[src/bnt_pkg.sv]
// ----------------------------------------------------------------------------
// bnt_pkg
// Shared types and constants of the beacon neighbor table.
// ----------------------------------------------------------------------------
package bnt_pkg;

    localparam int TABLE_DEPTH = 16;
    localparam int SLOT_W      = $clog2(TABLE_DEPTH);
    localparam int CNT_W       = $clog2(TABLE_DEPTH + 1);

    localparam logic [1:0] ROLE_AP  = 2'd0;
    localparam logic [1:0] ROLE_STA = 2'd1;

    // register indexes of the configuration port
    localparam logic REG_MARGIN = 1'b0;
    localparam logic REG_AGE    = 1'b1;

    typedef enum logic [1:0] {
        KIND_BEACON = 2'd0,
        KIND_SWEEP  = 2'd1,
        KIND_QUERY  = 2'd2,
        KIND_UNUSED = 2'd3
    } t_kind;

    typedef enum logic [2:0] {
        ST_UPDATED  = 3'd0,
        ST_ADDED    = 3'd1,
        ST_REPLACED = 3'd2,
        ST_WEAK     = 3'd3,
        ST_REJECTED = 3'd4,
        ST_SWEPT    = 3'd5,
        ST_BEST     = 3'd6,
        ST_NONE     = 3'd7
    } t_status;

    typedef enum logic [1:0] {
        S_IDLE,
        S_WALK,
        S_WRITE,
        S_READ
    } t_state;

    typedef struct packed {
        logic [7:0]  tail;
        logic [63:0] w3;
        logic [63:0] w2;
        logic [63:0] w1;
        logic [63:0] w0;
    } t_ssid;

    // item held stable while it walks the chain
    typedef struct packed {
        t_kind       kind;
        t_ssid       ssid;
        logic [1:0]  role;
        logic [7:0]  rssi;
        logic [47:0] mac;
        logic [7:0]  link;
        logic [31:0] now;
    } t_item;

    // search accumulators handed from cell to cell
    typedef struct packed {
        logic              valid;
        logic              hit;
        logic [SLOT_W-1:0] hit_slot;
        logic [8:0]        weak_str;
        logic [SLOT_W-1:0] weak_slot;
        logic              found;
        logic [7:0]        best_str;
        logic [SLOT_W-1:0] best_slot;
    } t_token;

    typedef struct packed {
        logic              en;
        logic              fresh;   // slot newly taken: clear before write
        logic [SLOT_W-1:0] slot;
    } t_wr_cmd;

    typedef struct packed {
        t_ssid      ssid;
        logic [7:0] peak_ap;
        logic [7:0] peak_cpe;
    } t_view;

endpackage

[src/bnt_cell.sv]
// ----------------------------------------------------------------------------
// bnt_cell
// One table slot. Acts on the search token as it passes and forwards it.
// ----------------------------------------------------------------------------
module bnt_cell import bnt_pkg::*; (
    input  logic              i_clk,
    input  logic              i_rst_n,
    input  logic [SLOT_W-1:0] i_index,
    input  logic [CNT_W-1:0]  i_used,
    input  logic [15:0]       i_age_limit,
    input  t_item             i_item,
    input  t_token            i_tok,
    input  t_wr_cmd           i_wr,
    output t_token            o_tok,
    output t_view             o_view
);

    t_ssid       r_ssid,      n_ssid;
    logic [7:0]  r_peak_ap,   n_peak_ap;
    logic [7:0]  r_peak_cpe,  n_peak_cpe;
    logic [1:0]  r_seen,      n_seen;
    logic [31:0] r_stamp_ap,  n_stamp_ap;
    logic [31:0] r_stamp_cpe, n_stamp_cpe;
    logic [47:0] r_mac,       n_mac;
    logic [7:0]  r_link,      n_link;
    t_token      r_tok,       n_tok;

    logic        active;
    logic [7:0]  strength;
    logic [32:0] da, dc;
    logic        stale;
    logic        cand;

    always_comb begin
        active   = CNT_W'(i_index) < i_used;
        strength = (r_peak_ap >= r_peak_cpe) ? r_peak_ap : r_peak_cpe;
        da       = {1'b0, i_item.now} - {1'b0, r_stamp_ap};
        dc       = {1'b0, i_item.now} - {1'b0, r_stamp_cpe};
        // negative difference (stamp in the future) never ages out
        stale    = ((r_stamp_ap != '0) || (r_stamp_cpe != '0))
                   && !da[32] && (da[31:0] >= {16'd0, i_age_limit})
                   && !dc[32] && (dc[31:0] >= {16'd0, i_age_limit});
        cand     = (r_seen[0] && (i_item.role == ROLE_STA))
                   || (!r_seen[0] && r_seen[1] && (i_item.role == ROLE_AP));
    end

    always_comb begin
        n_tok       = i_tok;
        n_ssid      = r_ssid;
        n_peak_ap   = r_peak_ap;
        n_peak_cpe  = r_peak_cpe;
        n_seen      = r_seen;
        n_stamp_ap  = r_stamp_ap;
        n_stamp_cpe = r_stamp_cpe;
        n_mac       = r_mac;
        n_link      = r_link;

        if (i_tok.valid) begin
            if ({1'b0, strength} < i_tok.weak_str) begin
                n_tok.weak_str  = {1'b0, strength};
                n_tok.weak_slot = i_index;
            end
            if ((i_item.kind == KIND_QUERY) && active && cand
                    && (strength > i_tok.best_str)) begin
                n_tok.best_str  = strength;
                n_tok.best_slot = i_index;
                n_tok.found     = 1'b1;
            end
            if ((i_item.kind == KIND_SWEEP) && active && stale) begin
                n_ssid      = '0;
                n_peak_ap   = '0;
                n_peak_cpe  = '0;
                n_seen      = '0;
                n_stamp_ap  = '0;
                n_stamp_cpe = '0;
                n_mac       = '0;
                n_link      = '0;
            end
            if ((i_item.kind == KIND_BEACON) && active && !i_tok.hit
                    && (r_ssid == i_item.ssid)) begin
                n_tok.hit      = 1'b1;
                n_tok.hit_slot = i_index;
                if (i_item.role == ROLE_AP) begin
                    if (i_item.rssi > r_peak_ap) begin
                        n_peak_ap = i_item.rssi;
                    end else if (r_peak_ap != '0) begin
                        n_peak_ap = r_peak_ap - 8'd1;
                    end
                    n_seen[0]  = 1'b1;
                    n_stamp_ap = i_item.now;
                end else begin
                    n_seen[1] = 1'b1;
                    if (i_item.rssi >= r_peak_cpe) begin
                        n_peak_cpe = i_item.rssi;
                        n_mac      = i_item.mac;
                    end else if (r_peak_cpe != '0) begin
                        n_peak_cpe = r_peak_cpe - 8'd1;
                    end
                    n_stamp_cpe = i_item.now;
                    n_link      = i_item.link;
                end
            end
        end

        if (i_wr.en && (i_wr.slot == i_index)) begin
            if (i_wr.fresh) begin
                n_peak_ap   = '0;
                n_peak_cpe  = '0;
                n_seen      = '0;
                n_stamp_ap  = '0;
                n_stamp_cpe = '0;
                n_mac       = '0;
                n_link      = '0;
            end
            n_ssid = i_item.ssid;
            if (i_item.role == ROLE_AP) begin
                n_peak_ap  = i_item.rssi;
                n_seen[0]  = 1'b1;
                n_stamp_ap = i_item.now;
            end else begin
                n_peak_cpe  = i_item.rssi;
                n_seen[1]   = 1'b1;
                n_stamp_cpe = i_item.now;
                n_mac       = i_item.mac;
                n_link      = i_item.link;
            end
        end
    end

    always_ff @(posedge i_clk) begin
        r_ssid      <= n_ssid;
        r_peak_ap   <= n_peak_ap;
        r_peak_cpe  <= n_peak_cpe;
        r_seen      <= n_seen;
        r_stamp_ap  <= n_stamp_ap;
        r_stamp_cpe <= n_stamp_cpe;
        r_mac       <= n_mac;
        r_link      <= n_link;
    end

    always_ff @(posedge i_clk) begin
        if (!i_rst_n) begin
            r_tok <= '0;
        end else begin
            r_tok <= n_tok;
        end
    end

    assign o_tok           = r_tok;
    assign o_view.ssid     = r_ssid;
    assign o_view.peak_ap  = r_peak_ap;
    assign o_view.peak_cpe = r_peak_cpe;

endmodule

[config.mk]
export PLATFORM = sky130hd
export DESIGN_NAME = bnt_cell
export DESIGN_NICKNAME = d
export VERILOG_FILES = /design/src/bnt_pkg.sv /design/src/bnt_cell.sv
export SDC_FILE = /design/constraint.sdc
export NUM_CORES = 1
export LEC_CHECK = 0
export ABC_AREA = 1
export BUFFER_PORTS_ARGS = -buffer_cell sky130_fd_sc_hd__buf_2
export CAP_MARGIN = 20
export CORE_AREA = 5 5 285 287
export CTS_CLUSTER_SIZE = 40
export DETAILED_ROUTE_END_ITERATION = 10
export DIE_AREA = 0 0 290 292
export PLACE_DENSITY = 0.62
export SLEW_MARGIN = 5
export SYNTH_ARGS = -nofsm -noshare
export SYNTH_HDL_FRONTEND = slang
export SYNTH_SLANG_ARGS = --single-unit
[constraint.sdc]
create_clock -name i_clk -period 26 [get_ports i_clk]
set_input_delay 2.6 -clock i_clk [delete_from_list [all_inputs] [get_ports i_clk]]
set_output_delay 2.6 -clock i_clk [all_outputs]
set_load 0.01 [all_outputs]
==> summary.txt <==
area share of the largest cell type after synthesis = 29.7%
maximum VDD drop = 0.0506 mV
die height = 292 um
flop-to-flop setup slack = 20.44 ns
Area Growth Syn to Fin = 23.1%
synthesized area = 26700 um^2
largest fanout on the critical path = 80
kind of critical path = in2reg
crit path DAT = 7.68 ns
minimum clock period = 7.45 ns
hold buffers post-CTS = 0
DR pass1 iterations = 6
CORE AREA = 78400 um^2
initial antenna violation count = 41
Die W = 290 um
DRT iter0 DRCs = 2172
endpoints failing hold = 0
register area = 10200 um^2
port bufs = 684
largest area contributor in the netlist = edfxtp_1
Post-Synthesis Cells = 3640
CTS tree = done
total grt overflow = 0
vias after detailed routing = 26300
sequential fraction of the synthesis area = 38.2%
Worst-path clk slew = 0.06 ns
Reg power frac = 32.5%
Post-synth ARST share = 0%
GPL Wtd Cong = 0.971
nets@finish = 4871
RSZ-0062 raised after global routing = no
FF+latch count, synth = 378
die area = 84700 um^2
sw power = 0.000914 W
TritonCTS Buffers = 47
Pwr Density = 71.8 nW/um^2
# IOs = 741
Crit path required time = 26.23 ns
net count after synthesis = 4213
Final Max Slew Viols = 0
max frequency = 134 MHz
leakage = 16.4 nW
DP Wirelength = 94.3 mm
share of post-route cells with drive strength above 1 = 21.2%
row count = 103
post-cts sizing count = 0
Post-CTS Setup Inserts = 0
ranking of synthesized cells by area = edfxtp_1 (30%), nand2_1 (13%), inv_1 (8.7%), dfxtp_1 (8.5%), ha_1 (6.7%)
warnings from Yosys = 0
drt via density = 4.87
combinational power share = 37.3%
final setup TNS = 0 ns
top post-synthesis cells by count = nand2_1 (909), inv_1 (616), nor2_1 (434), edfxtp_1 (264), nand3_1 (243)
gr usage total = 25.8%
Final period util = 28.7%
Setup crit end kind = register
DR WL/cell = 21.3 um
max_cap viols = 0
vias in the first global route = 24500
largest net degree at the start of global routing = 96
post-route ant nets = 0
# DRC = 0
CTS root buf = clkbuf_16
Synth cell types = 51
fraction of power spent switching nets = 38.7%
skew final = 0.0488 ns
EDFF count, synth = 264
CP startpoint kind = input port
Mean Syn Cell Area = 7.33 um^2
global-route wire length before repair = 165 mm
Hold Path Class = reg2reg
# clock sinks = 378
final hold slack = 0.568 ns
prevailing post-synth register cell = edfxtp_1
Filler Cells Inserted = 8269
WL final = 115 mm
clk_lat worst skew = 0.62 ns
Final setup viols = 0
status = complete, no violations
htree depth = 2
Clock Power Share = 30.2%
Initial Util = 34.1%
count leader, synth = nand2_1
Max-slew headroom = 26.0%
Clock Path Buffers = 3
multi-input logic area = 13700 um^2
Worst-Margin Slew = 1.11 ns
Internal Power = 0.00144 W
-- cell usage in the layout (no fill, tap or decap), types with 4 or more instances in the layout --
| master | n |
|---|---|
| a211oi_1 | 17 |
| and2_1 | 5 |
| o21a_1 | 7 |
| nand2_2 | 13 |
| nor3_1 | 36 |
| clkinv_4 | 4 |
| diode_2 | 16 |
| nor3_2 | 4 |
| nand3_1 | 243 |
| nor2_1 | 432 |
| dfxtp_1 | 114 |
| nand4_1 | 90 |
| a21oi_1 | 143 |
| clkbuf_16 | 51 |
| o21bai_1 | 7 |
| ha_1 | 142 |
| buf_4 | 20 |
| xor2_1 | 72 |
| clkbuf_1 | 4 |
| o21ai_0 | 71 |
| nand2_1 | 905 |
| bufinv_16 | 5 |
| or2_2 | 61 |
| nand3b_1 | 11 |
| o211ai_1 | 7 |
| clkinv_1 | 8 |
| clkinv_2 | 8 |
| nor4_1 | 33 |
| inv_1 | 615 |
| inv_2 | 8 |
| buf_2 | 684 |
| edfxtp_1 | 264 |
| nor2_2 | 14 |
| nand3_2 | 31 |
| xnor2_1 | 167 |
-- layer usage --
layer	part of all wire [%]	GRT usage [%]	up-vias	routed length [um]
met3	9.9	8.01	224	11400
met2	44	40.5	1129	50400
met4	6.8	14.8	10	7810
li1	-	-	12900	-
met5	0.059	0	-	68
met1	39	31.3	12000	45400
-- state kept, by name, summed over array words and instances, names as in the netlist --
name,cells
r_peak_cpe,8
o_tok,32
o_view,264
r_stamp_ap,32
r_peak_ap,8
r_seen,2
r_stamp_cpe,32
-- kinds of logic (layout without fill, tap and decap cells) --
| family | count (synthesis) | count (layout) | share of synthesized area [%] |
|---|---|---|---|
| adders and majority gates | 144 | 144 | 6.81 |
| DFF | 378 | 378 | 38.2 |
| buffers and inverters | 720 | 1416 | 10.5 |
| AOI/OAI and AO/OA | 267 | 267 | 5.50 |
| xor gates and xnor gates | 239 | 239 | 7.84 |
| other | 0 | 16 | 0 |
| and+or+nand+nor | 1892 | 1892 | 31.1 |
-- path summary, 6_finish.rpt --
kind / startpoint / to / cells after the start
setup / recovery: i_item[0] / o_view[31]$_SDFFCE_PN0P_ / 25
setup reg to reg: r_stamp_ap[4]$_DFF_P_ / o_view[31]$_SDFFCE_PN0P_ / 24
hold / removal: r_stamp_ap[8]$_DFF_P_ / r_stamp_ap[8]$_DFF_P_ / 4
hold reg to reg: r_stamp_ap[8]$_DFF_P_ / r_stamp_ap[8]$_DFF_P_ / 4
-- worst max-delay path, stage by stage --
cell and delay (ns):
buf_2 0.12, inv_1 0.08, ha_1 0.23, fa_1 0.42, inv_1 0.10, nand2_1 0.07, nand3_2 0.14, nand2_1 0.07
nand2_1 0.19, xor2_1 0.10, ha_1 0.28, inv_1 0.04, nor3_1 0.20, nor3_1 0.07, a21oi_1 0.18, nor2_1 0.07
nand2_1 0.06, nor2_1 0.05, nand2_1 0.07, nor2_2 0.05, nor2_2 0.11, nand2_4 0.40, o21ai_4 0.31, buf_4 0.56
buf_4 0.93
-- final cells by class --
cell class / count / share of cell area, %
inverter: 624 / 7.13
clock buffer: 57 / 4.01
multi-input combinational: 2542 / 41.7
tap: 1050 / 4.00
antenna: 16 / 0.122
timing repair buffer: 705 / 10.9
sequential: 378 / 31.1
clock inverter: 30 / 1.04
-- power groups by stage --
| stage | sequential (W) | clock (W) | combinational [W] |
|---|---|---|---|
| final | 0.000766 | 0.000712 | 0.000881 |
| after global routing | 0.000773 | 0.000748 | 0.00100 |
| after CTS | 0.000765 | 0.000727 | 0.000878 |
| after detailed placement | 0.000777 | 0 | 0.000872 |
| after global placement | 0.000775 | 0 | 0.000863 |
| after floorplan | 0.000798 | 0 | 0.000585 |
-- metrics by stage --
stage                     cells  total power [W]  instance area [um^2]  utilization [%]  setup WS (ns)
after floorplan            3640          0.00138                 26700                -           1.34
after global placement     5298          0.00164                 31100             39.8          17.91
after detailed placement   5298          0.00165                 31100             39.8          17.91
after CTS                  5385          0.00237                 32800             41.9          18.55
after global routing       5399          0.00252                 32900             41.9          18.27
final                      5402          0.00236                 32900             42.0          18.55
Note: power is estimated with default switching activity, not from simulation.
